==> src/hw/rtl/bklz_pkg.sv <==
// Shared types and constants of the backward LZ bit unpacker.
package bklz_pkg;

   localparam int WIN_BITS  = 12;
   localparam int WIN_DEPTH = 4096;

   typedef enum logic [1:0] {
      CMD_SIZE   = 2'd0,
      CMD_SEED   = 2'd1,
      CMD_SOURCE = 2'd2,
      CMD_PULL   = 2'd3
   } cmd_type;

   typedef enum logic [3:0] {
      PH_HDR_A     = 4'd0,
      PH_HDR_B     = 4'd1,
      PH_CODE      = 4'd2,
      PH_LIT_LEN3  = 4'd3,
      PH_NEAR_DIST = 4'd4,
      PH_LIT_LEN8  = 4'd5,
      PH_LONG_LEN  = 4'd6,
      PH_LONG_DIST = 4'd7,
      PH_DIST10    = 4'd8,
      PH_DIST9     = 4'd9,
      PH_LIT_BYTE  = 4'd10,
      PH_COPY      = 4'd11,
      PH_DONE      = 4'd12
   } phase_type;

   typedef enum logic [2:0] {
      ENG_CLEAR,
      ENG_IDLE,
      ENG_PULL,
      ENG_COPY,
      ENG_RESP
   } eng_state_type;

   typedef struct packed {
      cmd_type     command;
      logic [31:0] word;
   } req_type;

   typedef struct packed {
      logic [7:0] out_byte;
      logic       byte_valid;
      logic       need_word;
      logic       done_res;
      logic       crc_ok;
      logic       size_error;
   } rsp_type;

endpackage

==> src/hw/rtl/bklz_req_fifo.sv <==
// Two-entry request queue between the accepting front and the decode engine.
module bklz_req_fifo (
   input  logic              clock,
   input  logic              reset,
   input  logic              push,
   input  bklz_pkg::req_type push_data,
   output logic              full,
   input  logic              pop,
   output logic              empty,
   output bklz_pkg::req_type pop_data
);

   bklz_pkg::req_type entry_ff [2];
   logic       wr_ptr_ff, wr_ptr_in;
   logic       rd_ptr_ff, rd_ptr_in;
   logic [1:0] count_ff, count_in;
   logic       do_push, do_pop;

   assign full     = (count_ff == 2'd2);
   assign empty    = (count_ff == 2'd0);
   assign pop_data = entry_ff[rd_ptr_ff];
   assign do_push  = push && !full;
   assign do_pop   = pop && !empty;

   always_comb begin
      wr_ptr_in = wr_ptr_ff ^ do_push;
      rd_ptr_in = rd_ptr_ff ^ do_pop;
      count_in  = count_ff + {1'b0, do_push} - {1'b0, do_pop};
   end

   always_ff @(posedge clock) begin
      if (reset) begin
         wr_ptr_ff <= 1'b0;
         rd_ptr_ff <= 1'b0;
         count_ff  <= 2'd0;
      end else begin
         wr_ptr_ff <= wr_ptr_in;
         rd_ptr_ff <= rd_ptr_in;
         count_ff  <= count_in;
      end
   end

   always_ff @(posedge clock) begin
      if (do_push) begin
         entry_ff[wr_ptr_ff] <= push_data;
      end
   end

endmodule

==> config.mk <==
export PLATFORM = sky130hd
export DESIGN_NAME = bklz_req_fifo
export DESIGN_NICKNAME = d
export VERILOG_FILES = /design/src/hw/rtl/bklz_pkg.sv /design/src/hw/rtl/bklz_req_fifo.sv
export SDC_FILE = /design/constraint.sdc
export NUM_CORES = 1
export LEC_CHECK = 0
export ABC_AREA = 1
export BUFFER_PORTS_ARGS = -buffer_cell sky130_fd_sc_hd__clkbuf_2
export CAP_MARGIN = 25
export CORE_MARGIN = 2
export CORE_UTILIZATION = 56
export CTS_CLUSTER_DIAMETER = 120
export DETAILED_ROUTE_END_ITERATION = 16
export PLACE_DENSITY = 0.84
export SYNTH_ARGS = -nofsm -noshare
export SYNTH_HDL_FRONTEND = slang
export SYNTH_SLANG_ARGS = --single-unit
==> constraint.sdc <==
create_clock -name clock -period 4.3 [get_ports clock]
set_clock_uncertainty 0.2 [all_clocks]
set_input_delay 0.215 -clock clock [delete_from_list [all_inputs] [get_ports clock]]
set_output_delay 0.215 -clock clock [all_outputs]
set_load 0.05 [all_outputs]
# Word-level counts from Yosys, hierarchy flattened
# Memory sizes are Yosys's and may differ from the RTL's. A register that Yosys moved wholly into a read port is not among the register bits.
# Cells that the tools add are included.
[op_classes]
n_addsub = 2
n_mul = 0
div = 0
order_cmp = 0
n_eq_ne = 1
shift = 0
mux = 3
bitwise = 2
reduce_logical = 5
[op_table]
columns = ["cell", "n"]
rows = [
  ["1-bit 2-to-1 mux", 3],
  ["2-bit by 1-bit adder with 2-bit output", 1],
  ["2-bit == test (second input constant)", 1],
  ["1-bit logical AND", 2],
  ["1-bit zero test", 2],
  ["2-bit zero test", 1],
  ["2-bit by 1-bit subtractor with 2-bit output", 1],
  ["1-bit XOR", 2],
]
[totals]
regBits = 4
latchBits = 0
ram_bits = 68
romBits = 0
input_bits = 38
output_inout_bits = 36
mem_count = 1
[mem_list]
columns = ["memory", "words", "word_bits", "read_ports", "rd_ports_with_merged_regs", "write_ports", "line_no", "text"]
rows = [
  ["entry_ff", 2, 34, 1, 1, 1, "bklz_req_fifo.sv:13", "bklz_pkg::req_type entry_ff [2];"],
]

# Longest topological paths before layout
# Gate-level depths: netlist of run 1.
[depth]
depth_word = 5
ltp_mapped = 10

# Worst setup path after synthesis of run 1
# Ideal clock, no wire load.
[synth_timing]
path_type = "reg2reg"
from = "register count_ff[0]"
to = "register count_ff[1]"
setup_ns = 0.115
t_arrival_ns = 1.920
path_slack_ns = 2.065
path_stages_with_launch = 10
n_path_buf = 0
cell_sequence = "dfxtp_1 -> nor2_1 -> nor2_1 -> ha_1 -> inv_1 -> ha_1 -> inv_1 -> nand2_1 -> a21oi_1 -> nor2_1"
[synth_rtl]
columns = ["item", "line_no", "text"]
rows = [
  ["from (decl)", "bklz_req_fifo.sv:16", "logic [1:0] count_ff, count_in;"],
  ["from (signal assigned)", "bklz_req_fifo.sv:39", "count_ff <= count_in;"],
  ["2-bit zero test", "bklz_req_fifo.sv:20", "assign empty = (count_ff == 2'd0);"],
  ["net empty", "bklz_req_fifo.sv:9", "output logic empty,"],
  ["1-bit zero test", "bklz_req_fifo.sv:23", "assign do_pop = pop && !empty;"],
  ["1-bit logical AND", "bklz_req_fifo.sv:23", ""],
  ["2-bit by 1-bit subtractor with 2-bit output", "bklz_req_fifo.sv:28", "count_in = count_ff + {1'b0, do_push} - {1'b0, do_pop};"],
]
# The timed path passes the listed nets, and every way through them passes these cells.
# A chain may end at the register's enable or synchronous reset.

==> results of run 1 <==
==> per-stage QoR <==
step                      hold slack [ns]  util, %
final                               0.214     78.5
after global routing                0.271     78.5
after CTS                           0.197     78.1
after detailed placement            0.208     66.9
after global placement              0.204     66.9
after floorplan                    0.0817        -
==> state kept, by name, indices dropped and copies added, names as in the netlist <==
name	flops
count_ff	2
entry_ff	68
rd_ptr_ff	1
wr_ptr_ff	1
==> routing by layer <==
metal	wire, um	part of all wire (%)
met2	2530	55
met3	225	4.8
met1	1830	39
met4	54	1.2
met5	0	0
==> critical path, stage by stage, from the launching register on <==
cell,delay [ns]
sky130_fd_sc_hd__dfxtp_2,0.66
sky130_fd_sc_hd__buf_12,0.26
sky130_fd_sc_hd__mux2_2,0.36
sky130_fd_sc_hd__clkbuf_2,0.24
==> what timing repair did <==
action                                  in CTS  in global routing
hold buffers                                36                  0
gates resized for setup                      0                  0
hold endpoints to repair                    72                  0
endpoints found under the setup margin       0                  0
==> worst max path at each step <==
stage	to	slack (ns)
6_report	pop_data[0]	2.03
5_1_grt	pop_data[0]	1.96
3_3_place_gp	pop_data[1]	2.17
4_1_cts	pop_data[33]	1.75
2_1_floorplan	count_ff[1]$_SDFF_PP0_	2.07
3_5_place_dp	pop_data[33]	2.12
==> synthesized netlist by cell type, types with 2 or more instances <==
cell type / instances
sky130_fd_sc_hd__buf_12: 3
sky130_fd_sc_hd__mux2_2: 6
sky130_fd_sc_hd__ha_1: 4
sky130_fd_sc_hd__mux2_4: 28
sky130_fd_sc_hd__nand3_1: 2
sky130_fd_sc_hd__inv_1: 10
sky130_fd_sc_hd__nor2_1: 8
sky130_fd_sc_hd__nand2_1: 5
sky130_fd_sc_hd__edfxtp_1: 68
sky130_fd_sc_hd__dfxtp_1: 4
==> placed cells by master, fill, tap and decap left out, types with 2 or more instances in the layout <==
| cell type | instances |
|---|---|
| sky130_fd_sc_hd__clkbuf_1 | 3 |
| sky130_fd_sc_hd__clkbuf_2 | 73 |
| sky130_fd_sc_hd__clkbuf_8 | 9 |
| sky130_fd_sc_hd__clkinv_2 | 3 |
| sky130_fd_sc_hd__dfxtp_1 | 3 |
| sky130_fd_sc_hd__dlygate4sd3_1 | 36 |
| sky130_fd_sc_hd__edfxtp_1 | 68 |
| sky130_fd_sc_hd__ha_1 | 2 |
| sky130_fd_sc_hd__ha_2 | 2 |
| sky130_fd_sc_hd__inv_1 | 10 |
| sky130_fd_sc_hd__mux2_2 | 6 |
| sky130_fd_sc_hd__mux2_4 | 28 |
| sky130_fd_sc_hd__nand2_1 | 5 |
| sky130_fd_sc_hd__nand3_1 | 2 |
| sky130_fd_sc_hd__nor2_1 | 8 |
==> layout make-up <==
| cell class | count | area (um2) |
|---|---|---|
| multi-input combinational | 55 | 612 |
| clock inverter | 4 | 45.0 |
| fill | 299 | 1030 |
| clock buffer | 12 | 135 |
| inverter | 10 | 37.5 |
| tap | 67 | 83.8 |
| timing repair buffer | 110 | 746 |
| sequential | 72 | 2120 |
==> where the power goes <==
part | total (mW) | internal [mW] | switching, mW
clock network | 0.486 | 0.266 | 0.221
registers | 0.971 | 0.914 | 0.0568
logic | 0.931 | 0.303 | 0.628
total | 2.39 | 1.48 | 0.905
==> cells by family after synthesis <==
logic type | count (synthesis) | synth area share (%)
mux | 34 | 17.2
compound gates | 2 | 0.352
fa+ha+maj | 4 | 1.76
flops | 72 | 74.8
simple gates | 15 | 2.07
buf+inv | 14 | 3.84
==> out/qor.log, run 1 <==
[status] outcome complete, no violations
[min_path] path type of the worst min-delay path in -> reg
[logic_synthesis] dominant synthesized flop cell sky130_fd_sc_hd__edfxtp_1
[power_and_ir_drop] Leak Pwr 1.55 nW
[grt] number of global-route vias before repair 1572
[die] count of standard-cell rows 25
[power_and_ir_drop] VDD IR max 415 uV
[clock_tree] TritonCTS buffer count 9
[routing] count of vias placed by the detailed router 1539
[die] effective utilization at floorplan 58.9%
[worst_setup_path] Setup crit start rd_ptr_ff$_SDFF_PP0_
[clock_tree] CTS root buffer sky130_fd_sc_hd__clkbuf_8
[routing] vias per cell 4.66
[power_and_ir_drop] cell area power density 631 nW/um2
[power_and_ir_drop] PnR Total Power 2.39 mW
[clock_tree] number of buffers between clock root and the deepest sink 2
[timing] Pins Over Slew Limit 0
[clock_tree] post-CTS repair timing setup buffer count 0
[die] area of the placeable core 4820 um2
[routing] remaining design rule violation count 0
[flow_run] total of max-cap violations 0
[placed_design] pre-CTS setup slack 2.12 ns
[grt] met3 track demand over resource in global routing 4.55%
[grt] overall routing resource usage 17.4%
[routing] wire length per cell 14.1 um
[grt] met1 layer usage reported by global route 18.7%
[placed_design] detailed-placement wirelength estimate 2570 um
[grt] layer with the highest usage met2
[clock_tree] clock network latency to the later pin of the worst-skew pair 0.33 ns
[timing] number of endpoints with negative hold slack in the final report 0
[worst_setup_path] type of destination of the critical path output pin
[timing] Setup TNS Final 0 ns
[timing] final critical-path required period 2.27 ns
[die] die area 5650 um2
[logic_synthesis] proportion of synthesized chip area in sequential cells 74.8%
[cells_and_area] non-filler instance count after layout 330
[routing] final wirelength 4640 um
[cells_and_area] relative area change from synthesis to final layout 33.3%
[worst_setup_path] type of the worst setup path reg -> out
[worst_setup_path] slack of the worst reg-to-reg path 2.26 ns
[placed_design] post-placement cell count 277
[cells_and_area] fraction of layout cells with a size suffix above 1 47.1%
[logic_synthesis] number of enable-type register cells in the synthesized netlist 68
[cells_and_area] fin nets 300
[clock_tree] clock-pin slew of the registers on the worst-case setup and hold paths 0.07 ns
[worst_setup_path] Reg2Reg Launch Point count_ff[1]$_SDFF_PP0_
[logic_synthesis] synthesis warning total 0
[worst_setup_path] worst-case reg-to-reg path depth 4
[worst_setup_path] Worst Path Required 3.88 ns
[timing] PnR worst setup slack 2.03 ns
[worst_setup_path] worst path arrival time 1.85 ns
[logic_synthesis] ranking of synthesized cells by area sky130_fd_sc_hd__edfxtp_1 (72%), sky130_fd_sc_hd__mux2_4 (15%), sky130_fd_sc_hd__dfxtp_1 (2.8%)
[grt] global-route wire length before repair 6930 um
[placed_design] last weighted congestion value of the routability-driven placer 0.695
[clock_tree] clock net sink count 72
[logic_synthesis] post-synthesis cell count 141
[logic_synthesis] Yosys reg bits 72
[die] die boundary width 75.2 um
[timing] slew at the pin closest to its max-slew limit 0.850 ns
[logic_synthesis] Yosys top cell area share 72.0%
[logic_synthesis] Syn Nets 183
[worst_setup_path] maximum fanout along the worst path 21
[grt] grt total ovfl 0
[placed_design] total cell area at the placement stage 3220 um2
[timing] RSZ-0062 raised after global routing no
[clock_tree] H-Tree Depth 3
[routing] Final ANT Viol Nets 0
[placed_design] Port-buffer cells 73
[timing] relative max-transition margin 43.3%
[worst_setup_path] Worst R2R End entry_ff[0][28]$_DFFE_PP_
[die] Ports 74
[grt] initial antenna violation count 0
[worst_setup_path] critical path startpoint category register
[grt] pin count of the biggest net entering global routing 37
[timing] final worst path period share 52.7%
[clock_tree] clock tree from TritonCTS done
[grt] met2 Track Usage GR 31.0%
[logic_synthesis] ys async rst share 0%
[logic_synthesis] average size of a mapped cell 20.1 um2
[logic_synthesis] count of different cell masters after synthesis 13
[routing] drt initial violations 42
[min_path] cell depth of the worst min-delay path 5
[routing] first-pass detailed-route iteration total 4
[min_path] startpoint of the tightest hold check path push
[cells_and_area] Antenna Diode Count 0
[die] vertical die dimension 75.2 um
[logic_synthesis] summed instance area of the synthesized netlist 2840 um2
[logic_synthesis] area leader, netlist sky130_fd_sc_hd__edfxtp_1
[timing] maximum clock frequency 441 MHz
[timing] final-report setup violation count 0
[cells_and_area] final instance area 3780 um2
[min_path] Endpoint, Worst Hold wr_ptr_ff$_SDFF_PP0_
(Power assumes the default switching activity.)
==> inputs of run 2 (changes only) <==
Settings changed: ABC_AREA 1 to 0, CORE_UTILIZATION 56 to 51, PLACE_DENSITY 0.84 to 0.78.
Clock period 4.3 ns to 2.1 ns, I/O delays scaled along.
==> run 2 against run 1 <==
Net effect: hold slack worse by 0.18 ns; synthesized area is 4.6% lower; largest cell class unchanged; sequential share of layout area is 1.5 points higher.
==> out/qor.log, run 2 <==
[clock_tree] CTS root buffer sky130_fd_sc_hd__clkbuf_8
[worst_setup_path] CP Cell Sequence buf_4 -> mux2_2 -> clkbuf_2
[worst_setup_path] slack of the worst reg-to-reg path 0.47 ns [-1.79 ns]
[routing] vias per cell 4.73 [+1.5%]
[placed_design] detailed-placement wirelength estimate 2750 um [+7.2%]
[placed_design] total cell area at the placement stage 3170 um2 [-1.5%]
[grt] pin count of the biggest net entering global routing 35 [-5.4%]
[die] die boundary width 76.9 um [+2.2%]
[timing] Pins Over Slew Limit 0 [unchanged]
[routing] Final ANT Viol Nets 0 [unchanged]
[grt] overall routing resource usage 16.0% [-1.4 points]
[timing] smallest hold slack 0.0296 ns [-0.185 ns]
[logic_synthesis] count of different cell masters after synthesis 15 [+2]
[timing] number of endpoints with negative hold slack in the final report 0 [unchanged]
[die] area of the placeable core 5110 um2 [+6.0%]
[power_and_ir_drop] cell area power density 1200 nW/um2 [+89%]
[die] vertical die dimension 76.9 um [+2.2%]
[logic_synthesis] summed instance area of the synthesized netlist 2710 um2 [-4.6%]
[timing] final critical-path required period 1.84 ns
[routing] final wirelength 4510 um [-2.8%]
[placed_design] last weighted congestion value of the routability-driven placer 0.702 [+1.0%]
[die] Ports 74 [unchanged]
[logic_synthesis] cell with the most instances after synthesis sky130_fd_sc_hd__edfxtp_1
[routing] wire length per cell 14.0 um [-0.74%]
[logic_synthesis] ys async rst share 0% [unchanged]
[timing] final-report setup violation count 0 [unchanged]
[logic_synthesis] multiplexer area fraction after synthesis 14.8% [-2.4 points]
[timing] slew at the pin closest to its max-slew limit 0.298 ns [-0.552 ns]
[cells_and_area] most used cells in the layout excluding fill and tap cells sky130_fd_sc_hd__clkbuf_2 (73), sky130_fd_sc_hd__edfxtp_1 (68), sky130_fd_sc_hd__dlygate4sd3_1 (36)
[logic_synthesis] Syn Nets 171 [-6.6%]
[logic_synthesis] post-synthesis cell count 129 [-8.5%]
[routing] remaining design rule violation count 0 [unchanged]
[cells_and_area] most common library cell in the layout ignoring fill and taps sky130_fd_sc_hd__clkbuf_2
[cells_and_area] largest registers in the final layout entry_ff: 68 flops, count_ff: 2 flops
[logic_synthesis] area leader, netlist sky130_fd_sc_hd__edfxtp_1
[cells_and_area] relative area change from synthesis to final layout 36.1%
[cells_and_area] fraction of layout cells with a size suffix above 1 50.2% [+3.0 points]
[logic_synthesis] main combinational cell family by area after synthesis multiplexers
[logic_synthesis] number of enable-type register cells in the synthesized netlist 68 [unchanged]
[timing] final worst path period share 87.8%
[cells_and_area] share of the core filled with cells 72.2% [-6.3 points]
[clock_tree] clock-pin slew of the registers on the worst-case setup and hold paths 0.07 ns [about the same]
[routing] drt initial violations 43 [+2.4%]
[placed_design] post-placement cell count 272 [-1.8%]
[worst_setup_path] Worst Path Required 1.79 ns [-2.09 ns]
[timing] maximum clock frequency 542 MHz
[power_and_ir_drop] VDD IR max 706 uV [+70%]
[power_and_ir_drop] Leak Pwr 1.44 nW [-7.0%]
[clock_tree] clock tree from TritonCTS done
[worst_setup_path] Worst R2R End entry_ff[1][10]$_DFFE_PP_
[power_and_ir_drop] PnR Total Power 4.40 mW [+84%]
[logic_synthesis] proportion of synthesized chip area in sequential cells 78.4% [+3.6 points]
[cells_and_area] final instance area 3690 um2 [-2.5%]
[clock_tree] number of buffers between clock root and the deepest sink 2 [unchanged]
[clock_tree] Resized Gates After CTS 0 [unchanged]
[logic_synthesis] synthesized-area fraction occupied by ao, oa, aoi and oai cells 0.277% [-0.075 points]
[flow_run] total of max-cap violations 0 [unchanged]
[grt] initial antenna violation count 0 [unchanged]
[cells_and_area] Antenna Diode Count 0 [unchanged]
[worst_setup_path] worst path arrival time 1.54 ns [-0.31 ns]
[worst_setup_path] critical path startpoint category register
[logic_synthesis] Yosys top cell area share 75.4% [+3.5 points]
[die] count of standard-cell rows 26 [+4.0%]
[timing] RSZ-0062 raised after global routing no
[cells_and_area] flip-flop count of the largest register after layout 68 [unchanged]
[worst_setup_path] slowest stage cell on the critical path sky130_fd_sc_hd__mux2_2
[logic_synthesis] post-synthesis adder-cell area fraction 1.85% [+0.085 points]
[placed_design] Port-buffer cells 73 [unchanged]
[logic_synthesis] Yosys reg bits 72 [unchanged]
[grt] grt total ovfl 0 [unchanged]
[worst_setup_path] maximum fanout along the worst path 20 [-4.8%]
[worst_setup_path] Setup crit start rd_ptr_ff$_SDFF_PP0_
[min_path] startpoint of the tightest hold check path push
[worst_setup_path] Reg2Reg Launch Point count_ff[0]$_SDFF_PP0_
[clock_tree] clock network latency to the later pin of the worst-skew pair 0.32 ns [about the same]
[status] outcome complete, no violations
[routing] count of vias placed by the detailed router 1529 [-0.65%]
[logic_synthesis] synthesis warning total 0 [unchanged]
[worst_setup_path] worst setup path end pop_data[11]
[cells_and_area] Biggest register entry_ff
[logic_synthesis] dominant synthesized flop cell sky130_fd_sc_hd__edfxtp_1
[timing] PnR worst setup slack 0.255 ns [-1.78 ns]
[routing] first-pass detailed-route iteration total 4 [unchanged]
[logic_synthesis] post-synthesis xor/xnor area fraction 0.832% [+0.83 points]
[logic_synthesis] average size of a mapped cell 21.0 um2 [+4.3%]
[grt] global-route wire length before repair 7080 um [+2.1%]
[min_path] path type of the worst min-delay path in -> reg
[clock_tree] H-Tree Depth 3 [unchanged]
[timing] relative max-transition margin 80.2% [+37 points]
[die] effective utilization at floorplan 53.0% [-5.9 points]
[clock_tree] TritonCTS buffer count 9 [unchanged]
[die] die area 5910 um2 [+4.5%]
[grt] number of global-route vias before repair 1566 [-0.38%]
[logic_synthesis] simple-gate area share of the yosys netlist 1.62% [-0.45 points]
[worst_setup_path] worst-case reg-to-reg path depth 4 [unchanged]
[timing] Setup TNS Final 0 ns [unchanged]
[clock_tree] clock net sink count 72 [unchanged]
[placed_design] pre-CTS setup slack 0.477 ns [-1.64 ns]
[logic_synthesis] ranking of synthesized cells by area sky130_fd_sc_hd__edfxtp_1 (75%), sky130_fd_sc_hd__mux2_2 (14%), sky130_fd_sc_hd__dfxtp_1 (3.0%)
[clock_tree] post-CTS repair timing setup buffer count 0 [unchanged]
[worst_setup_path] largest stage delay on the critical path 0.38 ns [-0.28 ns]
[worst_setup_path] type of the worst setup path reg -> out
[worst_setup_path] type of destination of the critical path output pin
[cells_and_area] fin nets 291 [-3.0%]
[logic_synthesis] ranking of synthesized cells by instance count sky130_fd_sc_hd__edfxtp_1 (68), sky130_fd_sc_hd__mux2_2 (33), sky130_fd_sc_hd__dfxtp_1 (4), sky130_fd_sc_hd__ha_1 (4), sky130_fd_sc_hd__nor2_1 (4)
[cells_and_area] non-filler instance count after layout 323 [-2.1%]
==> run 2: cells by family (layout without fill, tap and decap cells) <==
group           after synthesis  after routing
flops                        72             72
mux                          35             35
simple gates                  9              9
buf+inv                       7            131
fa+ha+maj                     4              4
compound gates                1              1
xor+xnor                      1              1
==> run 2: worst min path at each step <==
stage	cells past startpoint	slack, ns	endpoint
2_1_floorplan	1	-0.03	wr_ptr_ff$_SDFF_PP0_
3_3_place_gp	1	0.1	entry_ff[0][29]$_DFFE_PP_
3_5_place_dp	1	0.1	entry_ff[0][17]$_DFFE_PP_
4_1_cts	4	0.03	wr_ptr_ff$_SDFF_PP0_
5_1_grt	4	0.04	wr_ptr_ff$_SDFF_PP0_
6_report	4	0.03	wr_ptr_ff$_SDFF_PP0_
==> run 2: what timing repair did <==
| action | CTS | global route |
|---|---|---|
| endpoints found under the setup margin | 0 | 0 |
| hold buffers | 36 | 0 |
| hold endpoints to repair | 72 | 0 |
==> run 2: report_power, final <==
| part | internal [mW] | total [mW] | switching, mW |
|---|---|---|---|
| logic | 0.524 | 1.67 | 1.15 |
| registers | 1.82 | 1.88 | 0.0548 |
| clock network | 0.410 | 0.857 | 0.448 |
| total | 2.76 | 4.40 | 1.65 |
==> run 2: metal layers <==
| metal | up-vias | GRT usage, % | wire length [um] |
|---|---|---|---|
| li1 | 737 | - | - |
| met1 | 728 | 18.0 | 1740 |
| met2 | 59 | 28.2 | 2480 |
| met3 | 5 | 2.82 | 212 |
| met4 | 0 | 9.82 | 80 |
| met5 | - | 0 | 0 |
==> run 2: area by class of cell <==
cell class,count,area (um2)
inverter,3,11.3
timing repair buffer,113,781
fill,330,1420
clock buffer,10,128
multi-input combinational,50,531
tap,70,87.6
sequential,72,2120
clock inverter,5,25.0
==> run 2: worst max-delay path, delay by kind of cell, from the launching register on <==
family                 cells  cell delay [ns]
flip-flops                 1             0.33
multiplexers               1             0.38
buffers and inverters      2             0.51
